**src/rtl/core/slir_pkg.sv**
```systemverilog
// Shared widths, defaults and the lane control type of the stereo resampler.
package slir_pkg;

    localparam int FRAC_BITS_DEF   = 12;
    localparam int SAMPLE_BITS_DEF = 16;

    localparam int SAMPLE_W = 16;
    localparam int STEP_W   = 14;
    localparam int GAIN_W   = 16;
    localparam int OUT_W    = 32;
    localparam int ACC_W    = SAMPLE_W + 1;

    localparam logic [SAMPLE_W-1:0] OFFSET_RESET = 16'd32768;

    typedef struct packed {
        logic load;
        logic mix_step;
        logic scale_start;
        logic scale_step;
    } lane_ctl_t;

endpackage

```
**src/rtl/core/stereo_linear_interp_resampler.sv**
```systemverilog
// Top level of the stereo linear-interpolation resampler with volume gain.
//
//   Channel  Direction  Handshake            Request contents
//   s_       in         s_valid / s_ready    left, right sample, pitch step, gain, stream end
//   m_       out        m_valid / m_ready    left, right output, run last flag
//   cfg_     in         cfg_valid/cfg_ready  silence offset
//
// A priming request, or one whose fraction is already at one, stays in the idle state.
// Each output pair is computed by the bit-serial interpolation and gain loops in the
// channel lanes; a new request is taken only once the last pair of the current one has been
// stored in the output register.
// Reset is synchronous and active low; it unprimes the stream and sets the offset to 32768.
// While m_ready is low one pair is held, and the next pair is computed and waits behind it.
module stereo_linear_interp_resampler #(
    parameter int FRAC_BITS   = slir_pkg::FRAC_BITS_DEF,
    parameter int SAMPLE_BITS = slir_pkg::SAMPLE_BITS_DEF
) (
    input  logic                                 aclk,
    input  logic                                 aresetn,
    input  logic                                 s_valid,
    output logic                                 s_ready,
    input  logic        [slir_pkg::SAMPLE_W-1:0] s_left_sample,
    input  logic        [slir_pkg::SAMPLE_W-1:0] s_right_sample,
    input  logic        [slir_pkg::STEP_W-1:0]   s_pitch_step,
    input  logic        [slir_pkg::GAIN_W-1:0]   s_volume_gain,
    input  logic                                 s_stream_end,
    input  logic                                 cfg_valid,
    output logic                                 cfg_ready,
    input  logic        [slir_pkg::SAMPLE_W-1:0] cfg_data,
    output logic                                 m_valid,
    input  logic                                 m_ready,
    output logic signed [slir_pkg::OUT_W-1:0]    m_left_out,
    output logic signed [slir_pkg::OUT_W-1:0]    m_right_out,
    output logic                                 m_run_last
);
    import slir_pkg::*;

    lane_ctl_t                lane_ctl;
    logic [SAMPLE_W-1:0]      l_prev, l_next, r_prev, r_next, offset;
    logic [FRAC_BITS-1:0]     frac;
    logic [GAIN_W-1:0]        gain;
    logic signed [OUT_W-1:0]  l_result, r_result;

    slir_seq #(
        .FRAC_BITS   (FRAC_BITS),
        .SAMPLE_BITS (SAMPLE_BITS)
    ) u_seq (
        .aclk           (aclk),
        .aresetn        (aresetn),
        .s_valid        (s_valid),
        .s_ready        (s_ready),
        .s_left_sample  (s_left_sample),
        .s_right_sample (s_right_sample),
        .s_pitch_step   (s_pitch_step),
        .s_volume_gain  (s_volume_gain),
        .s_stream_end   (s_stream_end),
        .cfg_valid      (cfg_valid),
        .cfg_ready      (cfg_ready),
        .cfg_data       (cfg_data),
        .m_valid        (m_valid),
        .m_ready        (m_ready),
        .m_left_out     (m_left_out),
        .m_right_out    (m_right_out),
        .m_run_last     (m_run_last),
        .lane_ctl       (lane_ctl),
        .l_prev         (l_prev),
        .l_next         (l_next),
        .r_prev         (r_prev),
        .r_next         (r_next),
        .offset         (offset),
        .frac           (frac),
        .gain           (gain),
        .l_result       (l_result),
        .r_result       (r_result)
    );

    slir_lane #(
        .FRAC_BITS (FRAC_BITS)
    ) u_lane_left (
        .aclk   (aclk),
        .ctl    (lane_ctl),
        .prev   (l_prev),
        .next   (l_next),
        .offset (offset),
        .frac   (frac),
        .gain   (gain),
        .result (l_result)
    );

    slir_lane #(
        .FRAC_BITS (FRAC_BITS)
    ) u_lane_right (
        .aclk   (aclk),
        .ctl    (lane_ctl),
        .prev   (r_prev),
        .next   (r_next),
        .offset (offset),
        .frac   (frac),
        .gain   (gain),
        .result (r_result)
    );

endmodule

```
**src/rtl/core/slir_lane.sv**
```systemverilog
// One channel of the resampler: bit-serial interpolation followed by bit-serial gain scaling.
module slir_lane #(
    parameter int FRAC_BITS = slir_pkg::FRAC_BITS_DEF
) (
    input  logic                                 aclk,
    input  slir_pkg::lane_ctl_t                  ctl,
    input  logic        [slir_pkg::SAMPLE_W-1:0] prev,
    input  logic        [slir_pkg::SAMPLE_W-1:0] next,
    input  logic        [slir_pkg::SAMPLE_W-1:0] offset,
    input  logic        [FRAC_BITS-1:0]          frac,
    input  logic        [slir_pkg::GAIN_W-1:0]   gain,
    output logic signed [slir_pkg::OUT_W-1:0]    result
);
    import slir_pkg::*;

    localparam int SUM_W = ACC_W + 2;
    localparam int SR_W  = ACC_W + FRAC_BITS;
    localparam int RES_W = GAIN_W + 3;

    logic signed [ACC_W-1:0]  acc_reg, acc_next;
    logic signed [ACC_W-1:0]  base_reg, base_next;
    logic signed [ACC_W-1:0]  diff_reg, diff_next;
    logic        [FRAC_BITS-1:0] frac_reg, frac_next;
    logic        [SR_W-1:0]   sr_reg, sr_next;
    logic                     neg_reg, neg_next;
    logic                     seen_reg, seen_next;
    logic        [GAIN_W-1:0] hi_reg, hi_next;
    logic        [1:0]        lo_reg, lo_next;

    logic signed [SUM_W-1:0]  mix_sum;
    logic signed [ACC_W-1:0]  mix_hi;
    logic                     scale_bit;
    logic        [GAIN_W:0]   scale_sum;
    logic        [RES_W-1:0]  res;

    assign mix_sum = {{2{acc_reg[ACC_W-1]}}, acc_reg}
                   + (frac_reg[0] ? {{2{diff_reg[ACC_W-1]}}, diff_reg} : '0);
    assign mix_hi = acc_reg + base_reg;
    assign scale_bit = neg_reg ? (sr_reg[0] ^ seen_reg) : sr_reg[0];
    assign scale_sum = {1'b0, hi_reg} + (scale_bit ? {1'b0, gain} : '0);
    assign res = neg_reg ? (RES_W'(0) - {1'b0, hi_reg, lo_reg}) : {1'b0, hi_reg, lo_reg};
    assign result = {{(OUT_W - RES_W){res[RES_W-1]}}, res};

    always_comb begin
        acc_next  = acc_reg;
        base_next = base_reg;
        diff_next = diff_reg;
        frac_next = frac_reg;
        sr_next   = sr_reg;
        neg_next  = neg_reg;
        seen_next = seen_reg;
        hi_next   = hi_reg;
        lo_next   = lo_reg;
        if (ctl.load) begin
            acc_next  = '0;
            base_next = {1'b0, prev} - {1'b0, offset};
            diff_next = {1'b0, next} - {1'b0, prev};
            frac_next = frac;
        end
        if (ctl.mix_step) begin
            acc_next  = mix_sum[ACC_W:1];
            frac_next = {mix_sum[0], frac_reg[FRAC_BITS-1:1]};
        end
        if (ctl.scale_start) begin
            sr_next   = {mix_hi, frac_reg};
            neg_next  = mix_hi[ACC_W-1];
            seen_next = 1'b0;
            hi_next   = '0;
            lo_next   = '0;
        end
        if (ctl.scale_step) begin
            sr_next   = {1'b0, sr_reg[SR_W-1:1]};
            seen_next = seen_reg | sr_reg[0];
            hi_next   = scale_sum[GAIN_W:1];
            lo_next   = {scale_sum[0], lo_reg[1]};
        end
    end

    always_ff @(posedge aclk) begin
        acc_reg  <= acc_next;
        base_reg <= base_next;
        diff_reg <= diff_next;
        frac_reg <= frac_next;
        sr_reg   <= sr_next;
        neg_reg  <= neg_next;
        seen_reg <= seen_next;
        hi_reg   <= hi_next;
        lo_reg   <= lo_next;
    end

endmodule

```
**src/rtl/core/slir_seq.sv**
```systemverilog
// Sequencer of the resampler: stream priming, fraction tracking, lane control and output register.
module slir_seq #(
    parameter int FRAC_BITS   = slir_pkg::FRAC_BITS_DEF,
    parameter int SAMPLE_BITS = slir_pkg::SAMPLE_BITS_DEF
) (
    input  logic                                 aclk,
    input  logic                                 aresetn,
    input  logic                                 s_valid,
    output logic                                 s_ready,
    input  logic        [slir_pkg::SAMPLE_W-1:0] s_left_sample,
    input  logic        [slir_pkg::SAMPLE_W-1:0] s_right_sample,
    input  logic        [slir_pkg::STEP_W-1:0]   s_pitch_step,
    input  logic        [slir_pkg::GAIN_W-1:0]   s_volume_gain,
    input  logic                                 s_stream_end,
    input  logic                                 cfg_valid,
    output logic                                 cfg_ready,
    input  logic        [slir_pkg::SAMPLE_W-1:0] cfg_data,
    output logic                                 m_valid,
    input  logic                                 m_ready,
    output logic signed [slir_pkg::OUT_W-1:0]    m_left_out,
    output logic signed [slir_pkg::OUT_W-1:0]    m_right_out,
    output logic                                 m_run_last,
    output slir_pkg::lane_ctl_t                  lane_ctl,
    output logic        [slir_pkg::SAMPLE_W-1:0] l_prev,
    output logic        [slir_pkg::SAMPLE_W-1:0] l_next,
    output logic        [slir_pkg::SAMPLE_W-1:0] r_prev,
    output logic        [slir_pkg::SAMPLE_W-1:0] r_next,
    output logic        [slir_pkg::SAMPLE_W-1:0] offset,
    output logic        [FRAC_BITS-1:0]          frac,
    output logic        [slir_pkg::GAIN_W-1:0]   gain,
    input  logic signed [slir_pkg::OUT_W-1:0]    l_result,
    input  logic signed [slir_pkg::OUT_W-1:0]    r_result
);
    import slir_pkg::*;

    localparam int PW          = ((FRAC_BITS > STEP_W) ? FRAC_BITS : STEP_W) + 1;
    localparam int SCALE_STEPS = SAMPLE_W + FRAC_BITS;
    localparam int CW          = $clog2(SCALE_STEPS);

    localparam logic [PW-1:0]       ONE_POS  = PW'(1) << FRAC_BITS;
    localparam logic [STEP_W-1:0]   MIN_STEP = STEP_W'(1) << (FRAC_BITS - 6);
    localparam logic [SAMPLE_W-1:0] SAMPLE_MASK = (SAMPLE_BITS >= SAMPLE_W) ? '1 :
                                      SAMPLE_W'((32'd1 << SAMPLE_BITS) - 32'd1);

    localparam logic [1:0] FILL_EMPTY  = 2'd0;
    localparam logic [1:0] FILL_HALF   = 2'd1;
    localparam logic [1:0] FILL_PRIMED = 2'd2;

    typedef enum logic [5:0] {
        S_IDLE  = 6'b000001,
        S_LOAD  = 6'b000010,
        S_MIX   = 6'b000100,
        S_PREP  = 6'b001000,
        S_SCALE = 6'b010000,
        S_DONE  = 6'b100000
    } state_t;

    state_t state_reg, state_next;
    logic [1:0]          fill_reg, fill_next;
    logic [PW-1:0]       pos_reg, pos_next;
    logic [CW-1:0]       cnt_reg, cnt_next;
    logic [SAMPLE_W-1:0] offset_reg, offset_next;
    logic [SAMPLE_W-1:0] pl_reg, pl_next, pr_reg, pr_next;
    logic [SAMPLE_W-1:0] nl_reg, nl_next, nr_reg, nr_next;
    logic [STEP_W-1:0]   step_reg, step_next;
    logic [GAIN_W-1:0]   gain_reg, gain_next;
    logic                last_reg, last_next;
    logic                m_valid_reg, m_valid_next;
    logic [OUT_W-1:0]    lo_reg, lo_next, ro_reg, ro_next;
    logic                rl_reg, rl_next;

    logic [SAMPLE_W-1:0] ls, rs;
    logic [PW-1:0]       pos_step;
    logic                pair_last;

    assign ls        = s_left_sample & SAMPLE_MASK;
    assign rs        = s_right_sample & SAMPLE_MASK;
    assign pos_step  = pos_reg + {{(PW - STEP_W){1'b0}}, step_reg};
    assign pair_last = pos_step >= ONE_POS;

    assign s_ready     = (state_reg == S_IDLE);
    assign cfg_ready   = 1'b1;
    assign m_valid     = m_valid_reg;
    assign m_left_out  = lo_reg;
    assign m_right_out = ro_reg;
    assign m_run_last  = rl_reg;
    assign l_prev      = pl_reg;
    assign l_next      = nl_reg;
    assign r_prev      = pr_reg;
    assign r_next      = nr_reg;
    assign offset      = offset_reg;
    assign frac        = pos_reg[FRAC_BITS-1:0];
    assign gain        = gain_reg;

    always_comb begin
        state_next   = state_reg;
        fill_next    = fill_reg;
        pos_next     = pos_reg;
        cnt_next     = cnt_reg;
        offset_next  = offset_reg;
        pl_next      = pl_reg;
        pr_next      = pr_reg;
        nl_next      = nl_reg;
        nr_next      = nr_reg;
        step_next    = step_reg;
        gain_next    = gain_reg;
        last_next    = last_reg;
        m_valid_next = m_valid_reg;
        lo_next      = lo_reg;
        ro_next      = ro_reg;
        rl_next      = rl_reg;
        lane_ctl     = '0;

        if (cfg_valid) begin
            offset_next = cfg_data;
        end
        if (m_valid_reg && m_ready) begin
            m_valid_next = 1'b0;
        end

        case (state_reg)
            S_IDLE: begin
                if (s_valid) begin
                    step_next = (s_pitch_step < MIN_STEP) ? MIN_STEP : s_pitch_step;
                    gain_next = s_volume_gain;
                    last_next = s_stream_end;
                    case (fill_reg)
                        FILL_EMPTY: begin
                            pl_next   = ls;
                            pr_next   = rs;
                            fill_next = s_stream_end ? FILL_EMPTY : FILL_HALF;
                        end
                        FILL_HALF: begin
                            nl_next   = ls;
                            nr_next   = rs;
                            fill_next = s_stream_end ? FILL_EMPTY : FILL_PRIMED;
                        end
                        default: begin
                            pl_next = nl_reg;
                            pr_next = nr_reg;
                            nl_next = ls;
                            nr_next = rs;
                            if (pos_reg < ONE_POS) begin
                                state_next = S_LOAD;
                            end else begin
                                pos_next = pos_reg - ONE_POS;
                                if (s_stream_end) begin
                                    fill_next = FILL_EMPTY;
                                    pos_next  = '0;
                                end
                            end
                        end
                    endcase
                end
            end
            S_LOAD: begin
                lane_ctl.load = 1'b1;
                cnt_next      = '0;
                state_next    = S_MIX;
            end
            S_MIX: begin
                lane_ctl.mix_step = 1'b1;
                cnt_next          = cnt_reg + CW'(1);
                if (cnt_reg == CW'(FRAC_BITS - 1)) begin
                    state_next = S_PREP;
                end
            end
            S_PREP: begin
                lane_ctl.scale_start = 1'b1;
                cnt_next             = '0;
                state_next           = S_SCALE;
            end
            S_SCALE: begin
                lane_ctl.scale_step = 1'b1;
                cnt_next            = cnt_reg + CW'(1);
                if (cnt_reg == CW'(SCALE_STEPS - 1)) begin
                    state_next = S_DONE;
                end
            end
            S_DONE: begin
                if (!m_valid_reg || m_ready) begin
                    m_valid_next = 1'b1;
                    lo_next      = l_result;
                    ro_next      = r_result;
                    rl_next      = pair_last;
                    if (pair_last) begin
                        pos_next   = pos_step - ONE_POS;
                        state_next = S_IDLE;
                        if (last_reg) begin
                            fill_next = FILL_EMPTY;
                            pos_next  = '0;
                        end
                    end else begin
                        pos_next   = pos_step;
                        state_next = S_LOAD;
                    end
                end
            end
            default: begin
                state_next = S_IDLE;
            end
        endcase
    end

    always_ff @(posedge aclk) begin
        if (!aresetn) begin
            state_reg   <= S_IDLE;
            fill_reg    <= FILL_EMPTY;
            pos_reg     <= '0;
            cnt_reg     <= '0;
            offset_reg  <= OFFSET_RESET;
            m_valid_reg <= 1'b0;
        end else begin
            state_reg   <= state_next;
            fill_reg    <= fill_next;
            pos_reg     <= pos_next;
            cnt_reg     <= cnt_next;
            offset_reg  <= offset_next;
            m_valid_reg <= m_valid_next;
        end
    end

    always_ff @(posedge aclk) begin
        pl_reg   <= pl_next;
        pr_reg   <= pr_next;
        nl_reg   <= nl_next;
        nr_reg   <= nr_next;
        step_reg <= step_next;
        gain_reg <= gain_next;
        last_reg <= last_next;
        lo_reg   <= lo_next;
        ro_reg   <= ro_next;
        rl_reg   <= rl_next;
    end

endmodule

```
**config.mk**
```make
export PLATFORM = sky130hd
export DESIGN_NAME = stereo_linear_interp_resampler
export DESIGN_NICKNAME = d
export VERILOG_FILES = /design/src/rtl/core/slir_pkg.sv /design/src/rtl/core/stereo_linear_interp_resampler.sv /design/src/rtl/core/slir_lane.sv /design/src/rtl/core/slir_seq.sv
export SDC_FILE = /design/constraint.sdc
export NUM_CORES = 1
export LEC_CHECK = 0
export BUFFER_PORTS_ARGS = -buffer_cell sky130_fd_sc_hd__clkbuf_2
export CORE_MARGIN = 10
export CORE_UTILIZATION = 28
export CTS_BUF_LIST = sky130_fd_sc_hd__clkbuf_8 sky130_fd_sc_hd__clkbuf_16
export CTS_CLUSTER_DIAMETER = 120
export CTS_CLUSTER_SIZE = 16
export DETAILED_ROUTE_END_ITERATION = 8
export MAX_ROUTING_LAYER = met4
export PLACE_DENSITY = 0.42
export SLEW_MARGIN = 15
export SYNTH_ARGS = -nofsm -noshare
export SYNTH_HDL_FRONTEND = slang
export SYNTH_HIERARCHICAL = 1
export SYNTH_SLANG_ARGS = --single-unit
```
**constraint.sdc**
```tcl
create_clock -name aclk -period 11.9 [get_ports aclk]
set_input_delay 1.19 -clock aclk [delete_from_list [all_inputs] [get_ports aclk]]
set_output_delay 1.19 -clock aclk [all_outputs]
set_load 0.02 [all_outputs]
```
## Word-level counts from Yosys, hierarchy flattened

Cells that the tools add are included.

| word-level totals | value |
|---|---|
| register bits after elaboration | 403 |
| input bits | 84 |
| output and inout bits | 68 |
| word-level logic and storage cells | 162 |

| cells by class | value |
|---|---|
| $add $sub $neg | 16 |
| magnitude comparators | 3 |
| equality and inequality tests | 20 |
| multiplexer cells | 63 |
| bitwise operators | 6 |
| reductions and logical operators | 18 |

Operator list:

| operator | number |
|---|---|
| $mux W28 | 4 |
| $mux W15 | 7 |
| $mux W16 | 5 |
| $sub A16 B16 Y17 | 4 |
| $pmux W16 S2 | 2 |
| $mux W17 | 3 |
| $mux W19 | 2 |
| $sub A1 B18 Y19 const A | 2 |
| $add A18 B18 Y18 | 2 |
| $mux W12 | 3 |
| $mux W18 | 2 |
| $mux W6 | 6 |
| $pmux W6 S6 | 1 |
| $add A16 B17 Y17 | 2 |
| $add A17 B17 Y17 | 2 |
| $pmux W15 S2 | 1 |
| $sub A15 B13 Y15 const B | 2 |
| $mux W2 | 11 |
| $add A15 B14 Y15 | 1 |
| $ge A15 B13 Y1 const B | 1 |
| $lt A15 B13 Y1 const B | 1 |
| $lt A14 B7 Y1 const B | 1 |
| $mux W1 | 13 |
| $ne A2 B1 Y1 const B | 6 |
| 29 further kinds | 42 |

## Longest topological paths before layout

Gate-level depths: netlist (run 1).

| depth | value |
|---|---|
| depth in word-level cells | 6 |
| gate-level depth with buffers | 18 |
| gate-level depth less buffers | 18 |

## By module

The synthesis (run 1) kept the hierarchy.

By module, submodules not included:

| module | instances | cells an instance | area an instance (µm²) | sequential area each (µm²) |
|---|---|---|---|---|
| slir_lane at u_lane_right | 1 | 842 | 8521.9 | 3353.2 |
| slir_lane at u_lane_left | 1 | 829 | 8423.1 | 3353.2 |
| slir_seq | 1 | 536 | 8082.8 | 5705.5 |

## Least setup slack after synthesis (run 1)

OpenSTA, ideal clock, no wires.

| timing | value |
|---|---|
| path type | register -> register |
| start | register u_seq.state_reg[3] |
| end | register u_lane_left.acc_reg[0], enable pin |
| library setup time | 0.373 ns |
| arrival time | 6.704 ns |
| data required time | 11.527 ns |
| path slack | 4.822 ns |
| stages on the path, launching flop included | 5 |
| path buffers | 0 |
| period minus slack after synthesis | 7.078 ns |
| cells stage by stage | dfxtp_1 -> nor2_1 -> nand2_1 -> nor3b_1 -> or2_2 |

RTL lines:

| element | line | RTL |
|---|---|---|
| from (decl) | slir_seq.sv:58 | `state_t state_reg, state_next;` |
| from (signal assigned) | slir_seq.sv:214 | `state_reg <= state_next;` |
| to (signal assigned) | slir_lane.sv:80 | `acc_reg <= acc_next;` |
| to (decl) | slir_lane.sv:20 | `logic signed [ACC_W-1:0] acc_reg, acc_next;` |

## Worst setup path in the final report (run 1)

| timing | value |
|---|---|
| start | register u_seq.pos_reg[0] |
| end | register u_seq.pos_reg[2] |

| on the way | value |
|---|---|
| elaborated cells between the ends (all ways) | 15 |
| classes of those cells | add/sub (3); order compare (2); eq/ne (1); mux (8); reduce/logical (1) |

RTL lines:

| element | line | RTL |
|---|---|---|
| from (decl) | slir_seq.sv:60 | `logic [PW-1:0] pos_reg, pos_next;` |
| from (signal assigned) | slir_seq.sv:216 | `pos_reg <= pos_next;` |
| $add A15 B14 Y15 | slir_seq.sv:78 | `assign pos_step = pos_reg + {{(PW - STEP_W){1'b0}}, step_reg};` |
| $ge A15 B13 Y1 | slir_seq.sv:79 | `assign pair_last = pos_step >= ONE_POS;` |
| named net u_seq.pair_last | slir_seq.sv:74 | `logic pair_last;` |
| $mux W15 | slir_seq.sv:186 | `if (pair_last) begin` |
| $mux W15 | slir_seq.sv:181 | `if (!m_valid_reg \|\| m_ready) begin` |
| $pmux W15 S2 | slir_seq.sv:121 | `case (state_reg)` |

The timed path passes the listed nets, and every way through them passes these cells. The select of a mux whose other input is x is not followed.
A chain may end at the register's enable or synchronous reset.

==> results of run 1 <==
-- layer usage --
metal	up-vias	GRT usage, %	wire [µm]
met5	-	-	0
met4	0	2.75	1340
met1	7879	15.9	29800
li1	8282	-	-
met2	316	20.0	28700
met3	67	1.72	2440
-- worst max-delay path: stages (launching register included) --
cell	delay, ns
dfxtp_1	0.38
ha_1	0.19
inv_1	0.05
fa_1	0.40
or2b_1	0.28
a21oi_1	0.20
o31a_1	0.22
nor4_1	0.07
nor2_1	0.14
xnor2_1	0.17
inv_1	0.10
ha_1	0.16
nand3b_1	0.07
a2111oi_0	0.46
o2111ai_1	0.21
or4_4	0.47
nand4_4	0.20
a21oi_4	0.13
a32o_1	0.28
-- layout make-up --
class / count / share of cell area, %
well taps: 1165 / 5.25
inverters: 128 / 1.73
diodes: 1 / 0.00901
repair buffers: 165 / 3.11
flip-flops and latches: 429 / 44.7
clock inverters: 26 / 0.401
multi-input cells: 1553 / 42.0
clock buffers: 31 / 2.79
-- worst paths after layout --
| kind | slack [ns] | endpoint |
|---|---|---|
| min reg2reg | 0.48 | u_seq/cnt_reg[4]$_SDFFE_PN0P_ |
| min | 0.48 | u_seq/cnt_reg[4]$_SDFFE_PN0P_ |
| max reg2reg | 7.60 | u_seq/pos_reg[2]$_SDFFE_PN0P_ |
| max | 7.60 | u_seq/pos_reg[2]$_SDFFE_PN0P_ |
-- synth_stat cells (all sizes together) (55+ instances only) --
cell / count / area (µm²)
nor2b: 83 / 519
edfxtp: 382 / 11500
and2: 74 / 465
ha: 184 / 2300
o21ai: 121 / 609
inv: 128 / 480
xor2: 55 / 482
nor2: 120 / 460
nand2: 112 / 420
a21oi: 134 / 697
xnor2: 96 / 841
mux2: 86 / 968
-- where the power goes --
part / internal [mW] / total [mW] / switching [mW]
sequential: 1.86 / 1.93 / 0.0777
clock: 0.472 / 1.02 / 0.550
combinational: 0.591 / 1.43 / 0.835
-- metrics by stage --
| step | hold slack (ns) | power (mW) | instance area [µm²] | setup WS [ns] | utilization (%) |
|---|---|---|---|---|---|
| after floorplan | 0.438 | 3.00 | 25000 | 4.82 | - |
| after global placement | 0.456 | 3.38 | 26900 | 7.72 | 30.4 |
| after detailed placement | 0.469 | 3.40 | 26900 | 7.66 | 30.4 |
| after CTS | 0.484 | 4.46 | 27800 | 7.62 | 31.4 |
| after global routing | 0.518 | 4.69 | 27800 | 7.36 | 31.4 |
| final | 0.476 | 4.38 | 27800 | 7.60 | 31.4 |
-- cells by family after synthesis --
kind of cell    Yosys count  synth area share [%]
simple gates            589                  12.6
compound gates          504                  13.5
flops                   429                  49.6
buf+inv                 225                  4.00
fa+ha+maj               195                  10.1
xor+xnor                151                  5.28
mux                     113                  4.95
other cells               1                0.0150
==> qor.yml, run 1 <==
grt_pass1_vias: 16790
area.growth.synth_to_final_pct: 10.9
tritoncts: "yes"
synth_area_per_cell_um2: 11.3
drive_above_1_share_pct: 14.6
dp.cells: 3440
grt_pass1_wl_mm: 97.4
final.setup.tns_ns: 0
setup_violations: 0
async_flop_share_pct: 0
cts.sinks: 429
viasPerCell: 4.73
first_pass_iters: 5
critical_path_class: "register to register"
portBuffers: 150
hp-start: "u_seq/cnt_reg[4]$_SDFFE_PN0P_"
grt_overflow: 0
synth_edf_count: 382
rsz0062_at_grt: "no"
arrival_ns: 4.80
first_iter_violations: 983
cp-end-kind: "register"
relSlewSlack_pct: 33.9
grt_use_total_pct: 12.2
ant_nets: 0
routed_wl_mm: 62.3
layout_commonest_cell: "edfxtp_1"
holdPathStages: 1
p_leak_nw: 10.2
fp.dieH_um: 319
grt_max_degree: 76
area.sequential_um2: 12400
status: "complete, no violations"
rr_worst_depth: 18
synth_area_um2: 25000
crit_path_start_kind: "register"
synthFlopType: "edfxtp_1"
startpoint: "u_seq/pos_reg[0]$_SDFFE_PN0P_"
netlist_instances: 2207
multi_input_area_um2: 11700
fmax_mhz: 232
slew_viol_final: 0
timing.rr.start: "u_seq/pos_reg[0]$_SDFFE_PN0P_"
finalCritPeriodShare_pct: 36.2
drc: 0
ys_ff_latch: 429
antenna_found_initial: 1
coreArea_um2: 88500
fin_cells: 3498
clock_path_buffers: 3
row_count: 109
die-width_um: 319
wire_per_inst_um: 17.8
synth_fp_nets: 2486
drv_cap: 0
hold_violations: 0
fin_skew_ns: 0.0196
clock_latency_ns: 0.61
hold_buffers: 0
htree_levels: 1
path_max_fanout: 10
seq_area_frac_synth_pct: 49.6
pin_count: 152
path_clk_slew_ns: 0.08
vias: 16544
synth_warnings: 6
peakVddDrop_uv: 132
cp.required_ns: 12.40
dieArea_um2: 102000
place_hpwl_mm: 46.9
tightest_slew_ns: 0.992
cts_resized: 0
cts_root_buffer: "clkbuf_16"
hold_class: "register to register"
globalplace.congestion: 0.909
numCtsBuffers: 31
start_util_pct: 28.3
fillers: 9002
final_cell_mix: "382 x edfxtp_1, 184 x ha_1, 150 x inv_1, 150 x clkbuf_2, 129 x a21oi_1"
power-per-cell-area_nw_per_um2: 158
fin_nets: 2587
post-route-min-period_ns: 4.30
ys_types: 98
cts_setup_buffers: 0
Power figures use the tool's default switching activity.
==> run 2: changes to the inputs <==
- PLACE_DENSITY: 0.42 -> 0.43
- clock period: 11.9 -> 3.6 ns (I/O delays scaled with it)
==> run 2 against run 1 <==
Compared with the run above: hold slack worse by 0.44 ns; sequential share of layout area down 1.8 points; first-iteration DRC count down 16%; sequential cell count unchanged; global-route usage up 0.19 points; clock skew up 0.0045 ns; cell count up 3.1%; the run now ends with setup timing left; worst setup slack worse by 7.7 ns.
==> qor.yml, run 2 (same netlist as run 1, synthesis figures left out) <==
status: "complete, but fails checks"  # was complete, no violations
violations: "setup timing"
setup_violations: 19  # was 0
cp-end-kind: "register"  # unchanged
final_cell_mix: "382 x edfxtp_1, 180 x ha_1, 150 x clkbuf_2"  # was 382 x edfxtp_1, 184 x ha_1, 150 x inv_1, 150 x clkbuf_2, 129 x a21oi_1
diodes: 0  # was 1
die-width_um: 319  # unchanged
hold_class: "primary input to register"  # was register to register
pin_count: 152  # unchanged
routed_wl_mm: 63.4  # was 62.3 mm
fin_nets: 2695  # was 2,587
row_count: 109  # unchanged
seq_power_share_pct: 43.5  # was 44.1%
peakVddDrop_uv: 398  # was 132 µV
critical_path_class: "register to register"  # unchanged
cp.required_ns: 4.12  # was 12.40 ns
area.growth.synth_to_final_pct: 15.6  # was 10.9%
grt_pass1_wl_mm: 99.4  # was 97.4 mm
p_int_mw: 9.81  # was 2.92 mW
rr_worst_depth: 21  # was 18
comb_power_share_pct: 33.5  # was 32.5%
grt_use_total_pct: 12.4  # was 12.2%
final.setup.tns_ns: -1.11  # was 0 ns
p_leak_nw: 10.7  # was 10.2 nW
fmax_mhz: 269  # was 232 MHz
tritoncts: "yes"  # unchanged
crit_path_start_kind: "register"  # unchanged
wire_per_inst_um: 17.6  # was 17.8 µm
htree_levels: 1  # unchanged
place_hpwl_mm: 47.1  # was 46.9 mm
clkPwrFrac_pct: 23.0  # was 23.3%
drive_above_1_share_pct: 16.3  # was 14.6%
drv_cap: 0  # unchanged
clock_latency_ns: 0.62  # was 0.61 ns
ant_nets: 0  # unchanged
fin_cells: 3605  # was 3,498
power_switching_mw: 4.88  # was 1.46 mW
grt_overflow: 0  # unchanged
hold_slack_ns: 0.0399  # was 0.476 ns
cts.sinks: 429  # unchanged
path_max_fanout: 6  # was 10
drc: 0  # unchanged
grt_pass1_vias: 17369  # was 16,790
coreArea_um2: 88500  # unchanged
start_util_pct: 28.3  # unchanged
vias: 16992  # was 16,544
cts_root_buffer: "clkbuf_16"  # unchanged
power-per-cell-area_nw_per_um2: 508  # was 158 nW/µm²
hold_violations: 0  # unchanged
post-route-min-period_ns: 3.72  # was 4.30 ns
dieArea_um2: 102000  # unchanged
arrival_ns: 4.25  # was 4.80 ns
tightest_slew_ns: 0.876  # was 0.992 ns
antenna_found_initial: 1  # unchanged
layout_commonest_cell: "edfxtp_1"  # unchanged
finalCritPeriodShare_pct: 103  # was 36.2%
fp.dieH_um: 319  # unchanged
grt_max_degree: 93  # was 76
clock_path_buffers: 3  # unchanged
rsz0062_at_grt: "yes"  # was no
relSlewSlack_pct: 41.6  # was 33.9%
first_pass_iters: 5  # unchanged
finalWorstSetupSlack_ns: -0.121  # was 7.60 ns
viasPerCell: 4.71  # was 4.73
fin_util_pct: 32.7  # was 31.4%
fin_skew_ns: 0.0241  # was 0.0196 ns
switching_share_pct: 33.2  # was 33.4%
first_iter_violations: 824  # was 983
globalplace.congestion: 0.833  # was 0.909
path_clk_slew_ns: 0.08  # about the same
slew_viol_final: 0  # unchanged
numCtsBuffers: 31  # unchanged
portBuffers: 150  # unchanged
holdPathStages: 3  # was 1
dp.cells: 3473  # was 3,440
run 2: path summary, 6_finish.rpt:
check,start,endpoint,slack (ns)
worst max-delay path,u_seq/step_reg[0]$_SDFFCE_PN0P_,u_seq/state_reg[0]$_SDFFE_PN1P_,-0.12
worst min-delay path,cfg_data[2],u_seq/offset[2]$_SDFFE_PN0P_,0.04
worst max register to register,u_seq/step_reg[0]$_SDFFCE_PN0P_,u_seq/state_reg[0]$_SDFFE_PN1P_,-0.12
worst min register to register,u_seq/cnt_reg[3]$_SDFFE_PN0P_,u_seq/cnt_reg[3]$_SDFFE_PN0P_,0.48
run 2: layout make-up:
cell class              instances  area (µm²)
clock buffers                  31         776
clock inverters                26         111
inverters                     128         480
fillers                      8881       59600
well taps                    1165        1460
flip-flops and latches        429       12400
multi-input cells            1553       11800
repair buffers                273        1900
run 2: power by group through the flow:
| stage | Sequential [mW] | Clock, mW | Combinational [mW] |
|---|---|---|---|
| finish | 6.39 | 3.38 | 4.93 |
| global route | 6.45 | 3.76 | 5.53 |
| CTS | 6.40 | 3.58 | 4.93 |
| detailed placement | 6.51 | 0 | 4.81 |
| global placement | 6.52 | 0 | 4.76 |
| floorplan | 6.38 | 0 | 3.55 |
run 2: routing by layer:
metal	GRT usage [%]	up-vias	wire, µm
met5	-	-	0
met4	2.38	0	1270
met3	1.51	64	1800
met2	21.3	244	30600
met1	15.6	8181	29700
li1	-	8503	-
run 2: metrics by stage:
step,area (µm²),worst slack [ns],total power [mW]
5_1_grt,28900,-0.323,15.7
4_1_cts,28900,-0.141,14.9
3_5_place_dp,27200,-0.259,11.3
3_3_place_gp,27200,-0.169,11.3
6_report,28900,-0.121,14.7
2_1_floorplan,25100,-0.00568,9.93
run 2: what timing repair did:
item	CTS	global route
setup endpoints to repair	20	20
endpoints found under the hold margin	66	0
buffers inserted	9	0
hold buffers	66	0
pin swaps	14	9
gates resized for setup	10	5
run 2: worst max-delay path, stage by stage (launching register included):
cell,delay [ns]
edfxtp_1,0.37
ha_4,0.14
inv_2,0.03
fa_2,0.33
or2b_1,0.26
a21oi_2,0.20
buf_4,0.14
buf_4,0.09
buf_4,0.09
buf_4,0.09
buf_4,0.09
buf_4,0.09
buf_4,0.09
buf_4,0.09
a21oi_2,0.04
a2111oi_4,0.33
o2111ai_1,0.16
or4_4,0.45
nand4_4,0.12
buf_12,0.13
o21bai_4,0.08
o311ai_4,0.22
==> run 3: changes to the inputs <==
- BUFFER_PORTS_ARGS: -buffer_cell sky130_fd_sc_hd__clkbuf_2 -> not set
- DONT_BUFFER_PORTS: not set -> 1
- PLACE_DENSITY: 0.43 -> 0.42
==> run 3 against run 2 <==
Compared with the run above: the run still ends with setup timing left; wire length fell by 0.77%; combinational power shrank 2%; cell count down 3.3%; sequential cell count is the same; fmax fell by 1.5%; critical endpoint is now u_seq/pos_reg[14]$_SDFFE_PN0P_; largest cell class unchanged.
==> qor.yml, run 3 (same netlist as run 1, synthesis figures left out) <==
relSlewSlack_pct: 35.9  # was 41.6%
area.sequential_um2: 12400  # unchanged
dr.max_layer_used: "met4"  # unchanged
power-per-cell-area_nw_per_um2: 515  # was 508 nW/µm²
die-width_um: 319  # unchanged
path_max_fanout: 7  # was 6
hold_violations: 0  # unchanged
post-route-min-period_ns: 3.78  # was 3.72 ns
first_pass_iters: 5  # unchanged
drv_cap: 0  # unchanged
portBuffers: 0  # was 150
seq_power_share_pct: 43.6  # was 43.5%
hold_class: "primary input to register"  # unchanged
clock_latency_ns: 0.61  # was 0.62 ns
wl_met3_mm: 1.80  # about the same
path_clk_slew_ns: 0.08  # about the same
antenna_found_initial: 2  # was 1
rsz0062_at_grt: "yes"  # unchanged
arrival_ns: 4.30  # was 4.25 ns
cts_root_buffer: "clkbuf_16"  # unchanged
cp-end-kind: "register"  # unchanged
wl_met1_mm: 28.8  # was 29.7 mm
coreArea_um2: 88500  # unchanged
finalCritPeriodShare_pct: 105  # was 103%
clkPwrFrac_pct: 23.5  # was 23.0%
tightest_slew_ns: 0.961  # was 0.876 ns
comb_power_share_pct: 33.0  # was 33.5%
ant_nets: 0  # unchanged
htree_levels: 1  # unchanged
routed_wl_mm: 62.9  # was 63.4 mm
status: "complete, but fails checks"  # unchanged
first_iter_violations: 706  # was 824
vias: 16489  # was 16,992
numCtsBuffers: 31  # unchanged
finalWorstSetupSlack_ns: -0.176  # was -0.121 ns
p_int_mw: 9.85  # was 9.81 mW
p_leak_nw: 10.2  # was 10.7 nW
fillers: 8931  # was 8,881
globalplace.congestion: 0.824  # was 0.833
peakVddDrop_uv: 323  # was 398 µV
row_count: 109  # unchanged
rrSetupSlack_ns: -0.18  # was -0.12 ns
switching_share_pct: 32.8  # was 33.2%
hold_slack_ns: 0.0659  # was 0.0399 ns
power_switching_mw: 4.81  # was 4.88 mW
place_hpwl_mm: 47.3  # was 47.1 mm
fin_skew_ns: 0.0198  # was 0.0241 ns
tritoncts: "yes"  # unchanged
cts.sinks: 429  # unchanged
wire_per_inst_um: 18.0  # was 17.6 µm
grt_max_degree: 119  # was 93
grt_use_total_pct: 12.3  # was 12.4%
start_util_pct: 28.3  # unchanged
fp.dieH_um: 319  # unchanged
critical_path_class: "register to register"  # unchanged
slew_viol_final: 0  # unchanged
wl_met2_mm: 31.1  # was 30.6 mm
cp.required_ns: 4.13  # was 4.12 ns
viasPerCell: 4.73  # was 4.71
final_cell_mix: "382 x edfxtp_1, 182 x ha_1, 148 x inv_1"  # was 382 x edfxtp_1, 180 x ha_1, 150 x clkbuf_2
drive_above_1_share_pct: 10.6  # was 16.3%
pin_count: 152  # unchanged
crit_path_start_kind: "register"  # unchanged
clock_path_buffers: 3  # unchanged
fmax_mhz: 265  # was 269 MHz
fin_nets: 2575  # was 2,695
grt_pass1_wl_mm: 98.2  # was 99.4 mm
layout_commonest_cell: "edfxtp_1"  # unchanged
grt_overflow: 0  # unchanged
drc: 0  # unchanged
grt_pass1_vias: 16904  # was 17,369
area.growth.synth_to_final_pct: 13.8  # was 15.6%
setup_violations: 19  # unchanged
dieArea_um2: 102000  # unchanged
fin_util_pct: 32.2  # was 32.7%
violations: "setup timing"  # unchanged
multi_input_area_um2: 11800  # about the same
[run 3: cell types whose count changed in the layout (fill, tap and decap cells not counted), moves of 3 or more]
cell	previous run	this run
buf_4	51	48
clkbuf_2	150	0
dlygate4sd3_1	66	97
o21ai_0	99	96
o21ai_1	21	24
[run 3: power groups by stage]
| stage | registers [mW] | clock network, mW | logic, mW |
|---|---|---|---|
| finish | 6.39 | 3.44 | 4.83 |
| global route | 6.44 | 3.83 | 5.42 |
| CTS | 6.40 | 3.65 | 4.86 |
| detailed placement | 6.51 | 0 | 4.70 |
| global placement | 6.51 | 0 | 4.65 |
| floorplan | 6.38 | 0 | 3.55 |
[run 3: repair_timing]
item | in CTS | in global routing
endpoints found under the setup margin | 19 | 21
setup buffers | 3 | 1
hold buffers | 98 | 0
pin swaps | 12 | 5
gates cloned | 1 | 0
hold endpoints to repair | 127 | 0
resized for setup | 10 | 6
[run 3: path summary, 6_finish.rpt]
check                                       start  cells after the start                               to
setup / recovery  u_seq/step_reg[0]$_SDFFCE_PN0P_                     19   u_seq/pos_reg[14]$_SDFFE_PN0P_
hold / removal                            s_valid                      3  u_seq/state_reg[0]$_SDFFE_PN1P_
setup reg to reg  u_seq/step_reg[0]$_SDFFCE_PN0P_                     19   u_seq/pos_reg[14]$_SDFFE_PN0P_
hold reg to reg     u_seq/cnt_reg[4]$_SDFFE_PN0P_                      1    u_seq/cnt_reg[4]$_SDFFE_PN0P_
[run 3: stage by stage]
stage	instance area [µm²]	total power, mW	std cells	setup slack, ns	TNS (ns)
floorplan	25100	9.93	2207	-0.00568	-0.00568
global placement	26500	11.2	3325	-0.172	-1.92
detailed placement	26500	11.2	3325	-0.350	-5.23
CTS	28400	14.9	3484	-0.175	-2.55
global route	28500	15.7	3486	-0.408	-7.11
finish	28500	14.7	3486	-0.176	-2.38
[run 3: worst max-delay path, stage by stage (launching register included)]
cell	delay [ns]
edfxtp_1	0.37
ha_4	0.14
inv_2	0.03
fa_2	0.33
or2b_1	0.26
a21oi_2	0.20
o31a_1	0.24
nor4_2	0.08
nor2_1	0.19
xnor2_2	0.10
inv_1	0.06
ha_2	0.17
nand3b_1	0.09
a2111oi_2	0.22
o2111ai_1	0.17
or4_4	0.45
nand4_4	0.18
buf_6	0.15
a32oi_1	0.09
a21oi_1	0.17
[run 3: cell type report]
class / instances / area share [%]
flip-flops and latches: 429 / 43.6
multi-input cells: 1554 / 41.3
well taps: 1165 / 5.12
repair buffers: 152 / 5.08
clock buffers: 31 / 2.72
inverters: 128 / 1.69
clock inverters: 26 / 0.479
diodes: 1 / 0.00879
[run 3: routing by layer]
metal / up-vias / GRT usage (%)
li1: 8255 / -
met3: 53 / 1.51
met5: - / -
met2: 231 / 21.7
met1: 7950 / 15.0
met4: 0 / 2.45
